--- src/hw/rtl/tbg_pkg.sv ---
`timescale 1ns / 1ps

package tbg_pkg;

  // Command codes of one request.
  typedef enum logic [1:0] {
    CMD_WRITE     = 2'd0,
    CMD_CLEAR_BOX = 2'd1,
    CMD_CLEAR_ALL = 2'd2,
    CMD_LOOKUP    = 2'd3
  } cmd_t;

  // One request on the input channel.
  typedef struct packed {
    cmd_t               command;
    logic signed [31:0] cell_x;
    logic signed [31:0] cell_y;
    logic signed [31:0] cell_z;
    logic [31:0]        handle_value;
    logic [7:0]         box_x;
    logic [7:0]         box_y;
    logic [7:0]         box_z;
  } in_req_t;

  // One result on the output channel.
  typedef struct packed {
    logic [31:0] found_handle;
    logic        inside_window;
  } out_res_t;

  // Controller states.
  typedef enum logic [1:0] {
    ST_INIT,
    ST_IDLE,
    ST_SWEEP
  } state_t;

  // Status of the clearing sweep, seen by the controller.
  typedef struct packed {
    logic busy;
    logic last;
  } sweep_stat_t;

  localparam int EXT_W  = 5;
  localparam int CFG_AW = 5;

  // Register indexes (byte address bits [4:2]).
  localparam logic [2:0] REG_WIN_MIN_X = 3'd0;
  localparam logic [2:0] REG_WIN_MIN_Y = 3'd1;
  localparam logic [2:0] REG_WIN_MIN_Z = 3'd2;
  localparam logic [2:0] REG_WIN_EXT_X = 3'd3;
  localparam logic [2:0] REG_WIN_EXT_Y = 3'd4;
  localparam logic [2:0] REG_WIN_EXT_Z = 3'd5;
  localparam logic [2:0] REG_EMPTY     = 3'd6;

  localparam logic [31:0] EMPTY_RESET = 32'hFFFF_FFFF;

endpackage

--- src/hw/rtl/tbg_window.sv ---
`timescale 1ns / 1ps

module tbg_window import tbg_pkg::*; #(
  parameter int DIM_X = 16,
  parameter int DIM_Y = 16,
  parameter int DIM_Z = 16
) (
  input  logic signed [31:0] cell_x,
  input  logic signed [31:0] cell_y,
  input  logic signed [31:0] cell_z,
  input  logic signed [31:0] min_x,
  input  logic signed [31:0] min_y,
  input  logic signed [31:0] min_z,
  input  logic [EXT_W-1:0]   ext_x,
  input  logic [EXT_W-1:0]   ext_y,
  input  logic [EXT_W-1:0]   ext_z,
  output logic               in_win
);

  // Exact 33-bit offset from the window corner, against the extent
  // saturated to the grid size.
  function automatic logic axis_in(logic [31:0] c, logic [31:0] m,
                                   logic [EXT_W-1:0] e, int dim);
    logic [32:0] rel;
    logic [15:0] es;
    rel = {c[31], c} - {m[31], m};
    es  = (16'(e) > 16'(dim)) ? 16'(dim) : 16'(e);
    return !rel[32] && (rel[31:0] < 32'(es));
  endfunction

  assign in_win = axis_in(cell_x, min_x, ext_x, DIM_X) &&
                  axis_in(cell_y, min_y, ext_y, DIM_Y) &&
                  axis_in(cell_z, min_z, ext_z, DIM_Z);

endmodule

--- config.mk ---
export PLATFORM = sky130hd
export DESIGN_NAME = tbg_window
export DESIGN_NICKNAME = d
export VERILOG_FILES = /design/src/hw/rtl/tbg_pkg.sv /design/src/hw/rtl/tbg_window.sv
export SDC_FILE = /design/constraint.sdc
export NUM_CORES = 1
export LEC_CHECK = 0
export BUFFER_PORTS_ARGS = -buffer_cell sky130_fd_sc_hd__buf_2
export CORE_MARGIN = 5
export CORE_UTILIZATION = 55
export DETAILED_ROUTE_END_ITERATION = 7
export PLACE_DENSITY = 0.85
export SLEW_MARGIN = 20
export SYNTH_ARGS = -nofsm -noshare
export SYNTH_HDL_FRONTEND = slang
export SYNTH_SLANG_ARGS = --single-unit
export TNS_END_PERCENT = 10
--- constraint.sdc ---
create_clock -name vclk -period 4.27
set_input_delay 0.427 -clock vclk [all_inputs]
set_output_delay 0.427 -clock vclk [all_outputs]
set_load 0.01 [all_outputs]
==> impl_metrics.py, run 1 <==
metrics = {
    "outcome": {
        "violations": "negative setup slack",
        "status": "complete, but fails checks",
    },
    "synth": {
        "yosysWarnings": 0,
        "synth_cell_types": 76,
        "syn-cell-area_sq_mm": 0.00676,
        "avgSynthCellArea_sq_um": 6.43,
        "synth_cells": 1052,
        "syn_nets": 1370,
        "yosysSeqAreaShare_pct": 0,
    },
    "timing": {
        "finalSetupViolations": 1,
        "fin_crit_sh_pct": 106,
        "worstMarginPinSlew_ps": 726,
        "slew_headroom_pct": 50.3,
        "layout_setup_ws_ps": -256,
        "hold_slack_ps": 1550,
        "rsz0062_at_grt": "true",
        "max_freq_mhz": 221,
        "hold_viol": 0,
        "final-max-slew-violation-count": 0,
        "finalSetupTns_ps": -256,
        "post-route-min-period_ps": 4530,
    },
    "setup_path": {
        "path_max_fanout": 2,
        "start_kind": "input port",
        "arrival_ps": 4100,
        "endpoint_kind": "primary output",
        "critPathKind": "in2out",
        "required_ps": 3840,
    },
    "die": {
        "rows": 40,
        "coreArea_sq_mm": 0.0120,
        "die_w_microns": 121,
        "die_area_sq_mm": 0.0146,
        "ios": 208,
        "start_util_pct": 56.3,
        "die_y_microns": 121,
    },
    "drt": {
        "vias_per_cell": 6.26,
        "dr.pass1.iters": 6,
        "drt_iter0_drc": 960,
        "num_vias": 9175,
        "wl_microns": 25100,
        "post_drt_wl_per_cell_microns": 17.2,
        "drc_errors": 0,
        "antenna_left": 0,
    },
    "power": {
        "powerDensity_mw_per_mm2": 156,
        "p_clk_share_pct": 0,
        "p_sw_uw": 758,
        "swShare_pct": 55.6,
        "power_frac_comb_pct": 100.0,
        "intPower_uw": 606,
        "p_leak_nw": 4.52,
        "peakVddDrop_mv": 0.0848,
        "pwr-share-seq_pct": 0,
    },
    "layout": {
        "design_area_sq_mm": 0.00875,
        "n_sequential_cell": 0,
        "drive_gt1_share_pct": 27.3,
        "final_nets": 1638,
        "regArea_sq_um": 0,
        "area_growth_pct": 29.3,
        "final_core_util_pct": 72.8,
        "num-fill-cells": 1015,
        "nClkBuffers": 0,
    },
    "global_routing": {
        "grt_max_degree": 14,
        "use_met1_pct": 41.9,
        "top_usage_layer": "met2",
        "grt_antenna_before_repair": 1,
        "grt_pass1_wl_microns": 39400,
        "grt_pass1_vias": 8482,
        "met3_usage_pct": 6.01,
        "grt-ovfl-total": 0,
        "grt_usage_pct": 32.0,
        "met2_usage_pct": 54.2,
    },
    "place": {
        "place_hpwl_microns": 21300,
        "gp_congestion": 1.01,
        "dpl_worst_slack_ps": -501,
        "postPlaceCellArea_sq_mm": 0.00860,
        "io_buffer_count": 208,
    },
    "job": {
        "drv_cap": 0,
    },
    "hold_path": {
        "min_path_type": "in2out",
        "whs_path_depth": 6,
    },
}
## logic make-up (layout without fill, tap and decap cells)
family,count (synthesis),count (layout),share of synthesized area (%)
buffers and inverters,185,451,10.4
XOR/XNOR,38,38,4.92
AO/OA/AOI/OAI,362,362,35.6
other,0,1,0
AND/OR/NAND/NOR,348,348,27.0
multiplexers,8,8,1.20
adder cells (fa/ha/maj),111,111,20.9
## repair_timing
action	CTS	global route
setup endpoints to repair	1	1
hold endpoints to repair	0	0
hold buffers	0	0
pin swaps	15	25
setup buffers	0	2
resized for setup	9	21
## stage by stage
stage               total power [mW]  std cells
finish                          1.36       1466
global route                    1.48       1466
CTS                             1.30       1464
floorplan                      0.815       1052
global placement                1.26       1464
detailed placement              1.28       1464
## synthesized netlist by cell type (all sizes together) (7+ instances only)
cell	number	area (sq um)
a211o	8	70.1
a211oi	11	82.6
a21o	36	272
a21oi	100	500
a31oi	23	144
and3	14	87.6
clkbuf	49	184
ha	108	1350
inv	133	499
mux2i	7	70.1
nand2	82	308
nand2b	19	119
nand3	32	160
nand4	34	213
nor2	65	244
nor2b	15	93.8
nor3	31	155
nor4	14	100
o2111ai	13	114
o211ai	11	82.6
o21a	17	128
o21ai	61	309
o21bai	10	75.1
o22ai	9	56.3
o31ai	8	60.1
or3	7	43.8
xnor2	24	210
xor2	14	123
## routing by layer
metal | vias to the layer above | routed length, microns
li1 | 4441 | -
met1 | 4110 | 10200
met2 | 553 | 11400
met3 | 71 | 2840
met4 | 0 | 782
met5 | - | 0
## worst max-delay path, stage by stage
cell      delay (ps)
buf_2             70
inv_1             50
ha_4             160
fa_2             370
nand2b_4         150
nand2b_1          80
a21oi_2           70
xnor2_1          150
ha_2             200
nor3_4           210
o221ai_1         130
or4_1            420
nor4_2           230
nand3_1          110
nor3_2           170
nand4_1          150
nor4_2           250
buf_4            170
nand3_2           70
nor4_4           270
buf_2            170
## placed cells by master, fill, tap and decap left out, drive strengths merged, types with 15 or more instances in the layout
cell    netlist  layout
nor2b        15      15
a21oi       100     100
inv         133     133
a31oi        23      23
a21o         36      36
ha          108     108
nor3         31      31
o21a         17      17
nand2        82      82
buf           3     318
xnor2        24      24
nor2         65      65
nand4        34      34
o21ai        61      61
nand2b       19      19
nand3        32      32
## path summary, 6_finish.rpt
| check | slack [ps] | to | start |
|---|---|---|---|
| setup / recovery | -260 | in_win | cell_x[0] |
| hold / removal | 1550 | in_win | cell_x[30] |
## final cells by class
class | instances | area (sq um) | share of cell area, %
Multi-Input combinational cell | 867 | 6180 | 70.6
Timing Repair Buffer | 318 | 1880 | 21.5
Inverter | 133 | 502 | 5.74
Tap cell | 147 | 184 | 2.10
Antenna cell | 1 | 2.50 | 0.0286
## power by group through the flow
stage / logic, mW / clock network, mW / registers, mW
after floorplan: 0.815 / 0 / 0
after global placement: 1.26 / 0 / 0
after detailed placement: 1.28 / 0 / 0
after CTS: 1.30 / 0 / 0
after global routing: 1.48 / 0.0000000313 / 0
final: 1.36 / 0.0000000313 / 0
No activity file was read; power rests on OpenSTA's default activity.
==> run 2: changes to the inputs <==
CAP_MARGIN = 20   (was not set)
CORE_UTILIZATION = 45   (was 55)
PLACE_DENSITY = 0.71   (was 0.85)
==> run 2 against run 1 <==
The flow still finishes with violations (negative setup slack). Via count fell by 2.0%. Non-clock buffer count increased by 35. Sequential share of layout area is the same. Global-route usage down 4.7 points. Critical endpoint unchanged. Largest power group unchanged. Highest routed layer unchanged.
==> impl_metrics.py, run 2 (synthesized netlist as in run 1, its figures left out) <==
metrics = {
    "timing": {
        "fin_crit_sh_pct": 104,
        "max_freq_mhz": 224,
        "final-max-slew-violation-count": 0,
        "rsz0062_at_grt": "true",
        "post-route-min-period_ps": 4460,
        "finalSetupViolations": 1,
        "worstMarginPinSlew_ps": 807,
        "slew_headroom_pct": 45.5,
        "layout_setup_ws_ps": -191,
        "hold_viol": 0,
    },
    "outcome": {
        "violations": "negative setup slack",
        "status": "complete, but fails checks",
    },
    "place": {
        "dp.cells": 1535,
        "io_buffer_count": 208,
        "gp_congestion": 1.02,
        "place_hpwl_microns": 22600,
    },
    "die": {
        "rows": 44,
        "die_area_sq_mm": 0.0176,
        "coreArea_sq_mm": 0.0146,
        "die_w_microns": 133,
        "die_y_microns": 133,
        "ios": 208,
        "start_util_pct": 46.2,
    },
    "global_routing": {
        "grt-ovfl-total": 0,
        "grt_pass1_wl_microns": 40700,
        "grt_usage_pct": 27.3,
        "grt_max_degree": 14,
        "grt_pass1_vias": 8442,
        "grt_antenna_before_repair": 0,
    },
    "clocking": {
        "postCtsHoldBufs": 0,
    },
    "setup_path": {
        "path_max_fanout": 2,
        "arrival_ps": 4030,
        "critPathKind": "in2out",
        "start_kind": "input port",
        "required_ps": 3840,
        "endpoint_kind": "primary output",
    },
    "power": {
        "power_mw": 1.40,
        "peakVddDrop_mv": 0.0778,
        "p_leak_nw": 4.70,
        "powerDensity_mw_per_mm2": 155,
    },
    "layout": {
        "mostFrequentLayoutCell": "buf_2",
        "num-fill-cells": 1421,
        "layout_common_cells": "207 x buf_2, 144 x buf_4, 131 x inv_1, 102 x ha_1, 99 x a21oi_1",
        "final_nets": 1673,
        "nClkBuffers": 0,
        "n_sequential_cell": 0,
        "regArea_sq_um": 0,
        "n_antenna_cell": 0,
        "area_growth_pct": 33.7,
        "drive_gt1_share_pct": 29.3,
        "final_core_util_pct": 61.7,
        "final_cells": 1537,
    },
    "drt": {
        "wl_microns": 25800,
        "dr.pass1.iters": 5,
        "num_vias": 8992,
        "post_drt_wl_per_cell_microns": 16.8,
        "vias_per_cell": 5.85,
        "antenna_left": 0,
        "drc_errors": 0,
        "drt_iter0_drc": 800,
    },
    "hold_path": {
        "min_path_type": "in2out",
        "whs_path_depth": 6,
    },
    "job": {
        "drv_cap": 0,
    },
}
run 2: cell count changes in the layout (fill, tap and decap cells not counted), sizes merged:
cell   delta
buf      +35
diode     -1
run 2: repair_timing:
| item | 4_1_cts | 5_1_grt |
|---|---|---|
| resized for setup | 17 | 11 |
| pin swaps | 18 | 17 |
| buffers inserted | 1 | 1 |
| hold endpoints to repair | 0 | 0 |
| setup endpoints to repair | 1 | 1 |
run 2: worst paths after layout:
kind / startpoint / to / slack, ps
max: cell_y[0] / in_win / -190
min: cell_x[30] / in_win / 1500
run 2: layer usage:
metal | part of all wire, % | track usage [%]
met5 | 0 | 0
met1 | 44 | 37.0
met4 | 2.4 | 5.89
met3 | 9.3 | 4.94
met2 | 44 | 45.2
run 2: stage by stage:
| stage | hold slack [ps] | setup TNS, ps | setup WS [ps] | instance area (sq um) |
|---|---|---|---|---|
| floorplan | 1240 | 0 | 188 | 6760 |
| global placement | 1500 | -564 | -564 | 8900 |
| detailed placement | 1510 | -632 | -632 | 8900 |
| CTS | 1510 | -184 | -184 | 8990 |
| global route | 1550 | -418 | -418 | 9040 |
| finish | 1500 | -191 | -191 | 9040 |
run 2: where the power goes:
part	switching [mW]	internal (mW)	total (mW)
logic	0.769	0.634	1.40
registers	0	0	0
clock network	0	0	0
run 2: final cells by class:
| class | count | area (sq um) | area share, % |
|---|---|---|---|
| multi-input cells | 867 | 6170 | 68.2 |
| repair buffers | 353 | 2140 | 23.7 |
| inverters | 133 | 502 | 5.55 |
| well taps | 184 | 230 | 2.55 |
run 2: critical path: stages:
cell and delay, ps:
buf_2 80, inv_1 40, ha_2 180, fa_2 340
nand2b_4 150, nand2b_1 60, a21oi_1 70, xnor2_1 150
ha_2 190, nor3_2 160, o221ai_1 130, or4_1 400
nor4_1 250, nand3_1 110, nor3_1 180, nand4_1 170
nor4_4 320, nand3_2 160, nor4_2 290, buf_2 170
