==> src/hw/rtl/tbg_pkg.sv <==
`timescale 1ns / 1ps

package tbg_pkg;

  // Command codes of one request.
  typedef enum logic [1:0] {
    CMD_WRITE     = 2'd0,
    CMD_CLEAR_BOX = 2'd1,
    CMD_CLEAR_ALL = 2'd2,
    CMD_LOOKUP    = 2'd3
  } cmd_t;

  // One request on the input channel.
  typedef struct packed {
    cmd_t               command;
    logic signed [31:0] cell_x;
    logic signed [31:0] cell_y;
    logic signed [31:0] cell_z;
    logic [31:0]        handle_value;
    logic [7:0]         box_x;
    logic [7:0]         box_y;
    logic [7:0]         box_z;
  } in_req_t;

  // One result on the output channel.
  typedef struct packed {
    logic [31:0] found_handle;
    logic        inside_window;
  } out_res_t;

  // Controller states.
  typedef enum logic [1:0] {
    ST_INIT,
    ST_IDLE,
    ST_SWEEP
  } state_t;

  // Status of the clearing sweep, seen by the controller.
  typedef struct packed {
    logic busy;
    logic last;
  } sweep_stat_t;

  localparam int EXT_W  = 5;
  localparam int CFG_AW = 5;

  // Register indexes (byte address bits [4:2]).
  localparam logic [2:0] REG_WIN_MIN_X = 3'd0;
  localparam logic [2:0] REG_WIN_MIN_Y = 3'd1;
  localparam logic [2:0] REG_WIN_MIN_Z = 3'd2;
  localparam logic [2:0] REG_WIN_EXT_X = 3'd3;
  localparam logic [2:0] REG_WIN_EXT_Y = 3'd4;
  localparam logic [2:0] REG_WIN_EXT_Z = 3'd5;
  localparam logic [2:0] REG_EMPTY     = 3'd6;

  localparam logic [31:0] EMPTY_RESET = 32'hFFFF_FFFF;

endpackage

==> src/hw/rtl/tbg_addr_gen.sv <==
`timescale 1ns / 1ps

module tbg_addr_gen import tbg_pkg::*; #(
  parameter int DIM_X = 16,
  parameter int DIM_Y = 16,
  parameter int DIM_Z = 16,
  localparam int XB  = $clog2(DIM_X),
  localparam int YB  = $clog2(DIM_Y),
  localparam int ZB  = $clog2(DIM_Z),
  localparam int XW  = (XB > 0) ? XB : 1,
  localparam int YW  = (YB > 0) ? YB : 1,
  localparam int ZW  = (ZB > 0) ? ZB : 1,
  localparam int LXW = $clog2(DIM_X + 1),
  localparam int LYW = $clog2(DIM_Y + 1),
  localparam int LZW = $clog2(DIM_Z + 1),
  localparam int AW  = ((XB + YB + ZB) > 0) ? (XB + YB + ZB) : 1
) (
  input  logic           clk,
  input  logic           rst_n,
  input  logic           start,
  input  logic [XW-1:0]  crd_x,
  input  logic [YW-1:0]  crd_y,
  input  logic [ZW-1:0]  crd_z,
  input  logic [LXW-1:0] len_x,
  input  logic [LYW-1:0] len_y,
  input  logic [LZW-1:0] len_z,
  output sweep_stat_t    stat,
  output logic [AW-1:0]  addr
);

  localparam logic [XW-1:0] MASK_X = XW'(DIM_X - 1);
  localparam logic [YW-1:0] MASK_Y = YW'(DIM_Y - 1);
  localparam logic [ZW-1:0] MASK_Z = ZW'(DIM_Z - 1);

  logic           busy_r, busy_nxt;
  logic [XW-1:0]  cnt_x_r, cnt_x_nxt;
  logic [YW-1:0]  cnt_y_r, cnt_y_nxt;
  logic [ZW-1:0]  cnt_z_r, cnt_z_nxt;
  logic [XW-1:0]  org_x_r;
  logic [YW-1:0]  org_y_r;
  logic [ZW-1:0]  org_z_r;
  logic [LXW-1:0] len_x_r;
  logic [LYW-1:0] len_y_r;
  logic [LZW-1:0] len_z_r;
  logic           x_last, y_last, z_last;
  logic [XW-1:0]  px;
  logic [YW-1:0]  py;
  logic [ZW-1:0]  pz;

  // Last position on each axis of the box.
  assign x_last = (LXW'(cnt_x_r) + LXW'(1)) == len_x_r;
  assign y_last = (LYW'(cnt_y_r) + LYW'(1)) == len_y_r;
  assign z_last = (LZW'(cnt_z_r) + LZW'(1)) == len_z_r;

  assign stat.busy = busy_r;
  assign stat.last = busy_r && x_last && y_last && z_last;

  // Slot coordinates: sweep origin plus offset, or the direct cell, wrapped.
  always_comb begin
    if (busy_r) begin
      px = (org_x_r + cnt_x_r) & MASK_X;
      py = (org_y_r + cnt_y_r) & MASK_Y;
      pz = (org_z_r + cnt_z_r) & MASK_Z;
    end else begin
      px = crd_x & MASK_X;
      py = crd_y & MASK_Y;
      pz = crd_z & MASK_Z;
    end
    addr = (AW'(pz) << (XB + YB)) | (AW'(py) << XB) | AW'(px);
  end

  // Step x fastest, then y, then z.
  always_comb begin
    busy_nxt  = busy_r;
    cnt_x_nxt = cnt_x_r;
    cnt_y_nxt = cnt_y_r;
    cnt_z_nxt = cnt_z_r;
    if (start) begin
      busy_nxt  = 1'b1;
      cnt_x_nxt = '0;
      cnt_y_nxt = '0;
      cnt_z_nxt = '0;
    end else if (busy_r) begin
      if (!x_last) begin
        cnt_x_nxt = cnt_x_r + XW'(1);
      end else begin
        cnt_x_nxt = '0;
        if (!y_last) begin
          cnt_y_nxt = cnt_y_r + YW'(1);
        end else begin
          cnt_y_nxt = '0;
          if (!z_last) begin
            cnt_z_nxt = cnt_z_r + ZW'(1);
          end else begin
            busy_nxt = 1'b0;
          end
        end
      end
    end
  end

  always_ff @(posedge clk) begin
    if (!rst_n) begin
      busy_r <= 1'b0;
    end else begin
      busy_r <= busy_nxt;
    end
  end

  always_ff @(posedge clk) begin
    cnt_x_r <= cnt_x_nxt;
    cnt_y_r <= cnt_y_nxt;
    cnt_z_r <= cnt_z_nxt;
    if (start) begin
      org_x_r <= crd_x;
      org_y_r <= crd_y;
      org_z_r <= crd_z;
      len_x_r <= len_x;
      len_y_r <= len_y;
      len_z_r <= len_z;
    end
  end

endmodule

==> config.mk <==
export PLATFORM = sky130hd
export DESIGN_NAME = tbg_addr_gen
export DESIGN_NICKNAME = d
export VERILOG_FILES = /design/src/hw/rtl/tbg_pkg.sv /design/src/hw/rtl/tbg_addr_gen.sv
export SDC_FILE = /design/constraint.sdc
export NUM_CORES = 1
export LEC_CHECK = 0
export ABC_AREA = 1
export BUFFER_PORTS_ARGS = -buffer_cell sky130_fd_sc_hd__buf_2
export CAP_MARGIN = 20
export CORE_AREA = 2 2 81 122
export CTS_BUF_LIST = sky130_fd_sc_hd__clkbuf_8
export DETAILED_ROUTE_END_ITERATION = 7
export DIE_AREA = 0 0 83 124
export PLACE_DENSITY = 0.49
export SYNTH_ARGS = -nofsm -noshare
export SYNTH_HDL_FRONTEND = slang
export SYNTH_SLANG_ARGS = --single-unit
==> constraint.sdc <==
create_clock -name clk -period 1.55 [get_ports clk]
set_input_delay 0.0775 -clock clk [delete_from_list [all_inputs] [get_ports clk]]
set_output_delay 0.0775 -clock clk [all_outputs]
set_load 0.02 [all_outputs]
==> results <==
- The latest clock arrival within the worst-skew pair is 0.30 ns.
- Synthesis produced a netlist with a net count of 325.
- In this design, the critical path's most frequently occurring cell is sky130_fd_sc_hd__nand2_1.
- The count of nets left with antenna violations once routing finished came out at 0.
- The filler cell count in the final layout is 903.
- The maximum clock frequency is 0.542 GHz.
- The class of the most critical hold timing path is in2reg.
- The top cell type's share of synthesized area is 34.4%.
- In the routed layout, each cell is associated on average with a via count of 4.38.
- Max-cap violations in this run came to 0.
- Registers take 1100 um2.
- The classification of the worst setup path is reg2out.
- Setup repair after global routing could not meet its margin everywhere.
- The vias after detailed routing is 2,175.
- The post-route core utilization is 40.2%.
- After layout, the design draws a total of 2710 uW.
- The overall die height is 124 um.
- The number of endpoints with negative hold slack in the final report is 0.
- Counting instances in the post-synthesis netlist gives the leading cell types as sky130_fd_sc_hd__nand2_1 (65), sky130_fd_sc_hd__inv_1 (40), sky130_fd_sc_hd__nand3_1 (29), sky130_fd_sc_hd__edfxtp_1 (27), sky130_fd_sc_hd__nor2_1 (21).
- The antenna cell count is 0.
- The cell with the most instances after synthesis is sky130_fd_sc_hd__nand2_1.
- Data on the critical path is required at its endpoint by 1.47 ns.
- The number of antenna violations at the first check in global routing came to 0.
- The detailed router's first-iteration violation count is 62.
- The H-tree depth is 2.
- The core region is 9200 um2.
- The clock buffer count from CTS is 5.
- In the routed design, unresolved DRC markers number 0.
- During synthesis, Yosys emitted a total of 0 warnings.
- The number of buffers and inverters on the critical path is 1.
- For the final database, setup skew stands at 0.00847 ns.
- The clock input transition at the sequential cells of the worst setup and hold paths is 0.08 ns.
- After synthesis, the share of flip-flops with an asynchronous set or reset is 0%.
- Measured along the x axis, the die boundary spans 83 um.
- The worst setup path is launched from a register.
- The flow ran to the end, but the final reports show violations.
- The clock drives 40 sinks.
- The final reports fail on negative setup slack.
- The aggregate routed wire length is 5.85 mm.
- The detailed-route wire length per cell is 11.8 um.
- The setup slack of the critical path after layout is -0.295 ns.
- The most instantiated flip-flop cell in the synthesis netlist is sky130_fd_sc_hd__edfxtp_1.
- Yosys mapped a number of flops with a built-in enable equal to 27.
- For this configuration, the core starts out at a cell density of 25.6%.
- The congestion estimate from routability-driven global placement came to 0.831.
- The stage delay of the slowest cell on the critical path is 0.36 ns.
- Traced cell by cell, the critical path runs through ha_4, xnor2_2, nand2_1, nor2_1, nand2_1, nor2_2, nand3_4, nor2_4, buf_6.
- The total of endpoints with negative setup slack in the final report is 19.
- The global-route wire length before repair is 9.92 mm.
- Power spread over the standard cell area amounts to 734 nW/um2.
- The critical path capture point type is a primary output.
- The post-route clock period utilization is 119%.
- Summed over all nets, the half-perimeter wirelength after detailed placement is 4.24 mm.
- The number of buffers on the longest clock path is 2.
- Of all nets on the critical path, the largest fanout is 3.
- The number of ports placed on the die boundary is 44.
- Entering global routing, the biggest net connects 25 pins.
- In this run, placement finished with an instance count of 458.
- In this run, distinct cell masters in the synthesized netlist total 27.
- The via count of the first global-routing pass was 2,198.
- The number of port buffers is 43.
- The leakage power is 0.00160 uW.
- TritonCTS built the clock tree.
- The number of placement rows is 43.
- The count of cells in the finished layout, fillers not included, comes to 497.
- The number of nets in the final layout is 429.
- The master of the slowest instance on the critical path is sky130_fd_sc_hd__dfxtp_4.
- The number of pins exceeding their max-slew limit in the final report came to 0.
- The cell family contributing the most delay on the critical path is simple AND/OR/NAND/NOR gates.
- After global routing the overflow that remains totals 0.
- At the pin with the least slew margin, the transition time is 0.326 ns.
- The area added between synthesis and finish is 57.1%.
- The pre-antenna-repair detailed-routing pass consisted of 4 iterations.
- Synthesis inferred 40 register bits.
- Across the VDD grid, the largest voltage drop is 0.522 mV.
- The shortest clock period the worst path allows after layout is 1.85 ns.
- The headroom to the max-slew limit is 78.3%.
- The tree is rooted in a sky130_fd_sc_hd__clkbuf_8.
- Data arrives at the worst endpoint at 1.77 ns.
- Sequential elements use 45.5% of the synthesized area.
- In this run the cell area of the synthesized design comes to 2350 um2.
- The count of mapped cells out of synthesis is 280.
- Ranked by total cell area, the synthesized netlist is headed by sky130_fd_sc_hd__edfxtp_1 (34%), sky130_fd_sc_hd__dfxtp_1 (11%), sky130_fd_sc_hd__nand2_1 (10%), sky130_fd_sc_hd__ha_1 (6.4%), sky130_fd_sc_hd__inv_1 (6.4%).
- The area taken by multi-input logic gates is 1390 um2.
- The all-layer global routing usage is 12.1%.
- The average instance in the mapped netlist occupies 8.41 um2.
- The share of final-layout standard cells stronger than drive strength 1 is 40.0%.
- The floorplan step defined a die boundary enclosing 10,300 um2.
- Summed over all instances, the cell type with the most area after synthesis is sky130_fd_sc_hd__edfxtp_1.
[flip-flops by register name, summed over array words and instances, names as in the netlist]
register and count:
org_x_r 4, cnt_z_r 4, org_z_r 4, len_x_r 5
busy_r 1, cnt_y_r 4, len_z_r 5, org_y_r 4
cnt_x_r 4, len_y_r 5
[cell type report]
class	count	area share (%)
Tap cell	112	3.79
Inverter	44	4.50
Clock buffer	5	1.86
Sequential cell	40	29.7
Clock inverter	3	1.05
Multi-Input combinational cell	191	37.6
Timing Repair Buffer	102	21.5
[metal layers]
metal  wire length, um  vias up  track usage, %
li1                  -     1122               -
met1              2310     1003            12.1
met2              3230       42            24.0
met3               185        8            2.32
met4               113        0            5.23
met5                 0        -               0
[worst min-delay path, stage by stage]
cell                      delay (ns)
sky130_fd_sc_hd__buf_2          0.10
sky130_fd_sc_hd__inv_1          0.06
sky130_fd_sc_hd__a21oi_1        0.04
[cell usage in the layout (no fill, tap or decap), types with 6 or more instances in the layout]
master and n:
sky130_fd_sc_hd__inv_1 38, sky130_fd_sc_hd__ha_4 11, sky130_fd_sc_hd__o21ai_1 6, sky130_fd_sc_hd__nand2_1 59, sky130_fd_sc_hd__buf_6 12, sky130_fd_sc_hd__dfxtp_4 6, sky130_fd_sc_hd__edfxtp_1 27, sky130_fd_sc_hd__nor2_4 6
sky130_fd_sc_hd__dlygate4sd3_1 27, sky130_fd_sc_hd__nand3_1 23, sky130_fd_sc_hd__buf_2 33, sky130_fd_sc_hd__nand2_2 12, sky130_fd_sc_hd__nor2_1 15, sky130_fd_sc_hd__nand3_2 6, sky130_fd_sc_hd__nand4_1 7, sky130_fd_sc_hd__xor2_1 7
sky130_fd_sc_hd__a21oi_1 9, sky130_fd_sc_hd__buf_4 30
[worst paths after layout]
| check | depth (start not counted) | endpoint | from | slack, ns |
|---|---|---|---|---|
| worst max-delay path | 9 | stat[0] | cnt_z_r[0] | -0.30 |
| worst min-delay path | 3 | busy_r | rst_n | 0.02 |
| worst max register to register | 11 | busy_r | cnt_z_r[0] | -0.17 |
| worst min register to register | 2 | cnt_y_r[2] | cnt_y_r[2] | 0.54 |
[report_power, final]
group	switching (uW)	total [uW]	internal, uW
Sequential	56.9	1270	1210
Clock	363	834	471
Combinational	310	612	302
Total	729	2710	1980
[per-stage QoR]
| step | worst slack, ns | setup TNS (ns) | instance area, um2 | hold WS, ns |
|---|---|---|---|---|
| 2_1_floorplan | -0.0256 | -0.0256 | 2370 | 0.147 |
| 3_3_place_gp | -0.108 | -0.716 | 2910 | 0.255 |
| 3_5_place_dp | -0.127 | -1.01 | 2910 | 0.256 |
| 4_1_cts | -0.305 | -3.14 | 3610 | 0.0277 |
| 5_1_grt | -0.455 | -4.86 | 3700 | 0.0422 |
| 6_report | -0.295 | -2.48 | 3700 | 0.0186 |
[what timing repair did]
action                     CTS  global route
pin swaps                   20            18
resized for setup           68            22
gates cloned                 0             1
buffers inserted             2             2
hold endpoints to repair    27             0
hold buffers                27             0
setup endpoints to repair   21            23
[cells by family (layout without fill, tap and decap cells)]
| group | count (synthesis) | in the layout | synth area share, % |
|---|---|---|---|
| buffers and inverters | 50 | 154 | 8.50 |
| and+or+nand+nor | 136 | 137 | 26.3 |
| DFF | 40 | 40 | 45.5 |
| xor gates and xnor gates | 13 | 13 | 4.84 |
| AOI/OAI and AO/OA | 26 | 26 | 5.95 |
| adders and majority gates | 15 | 15 | 8.93 |
Power figures use the tool's default switching activity.
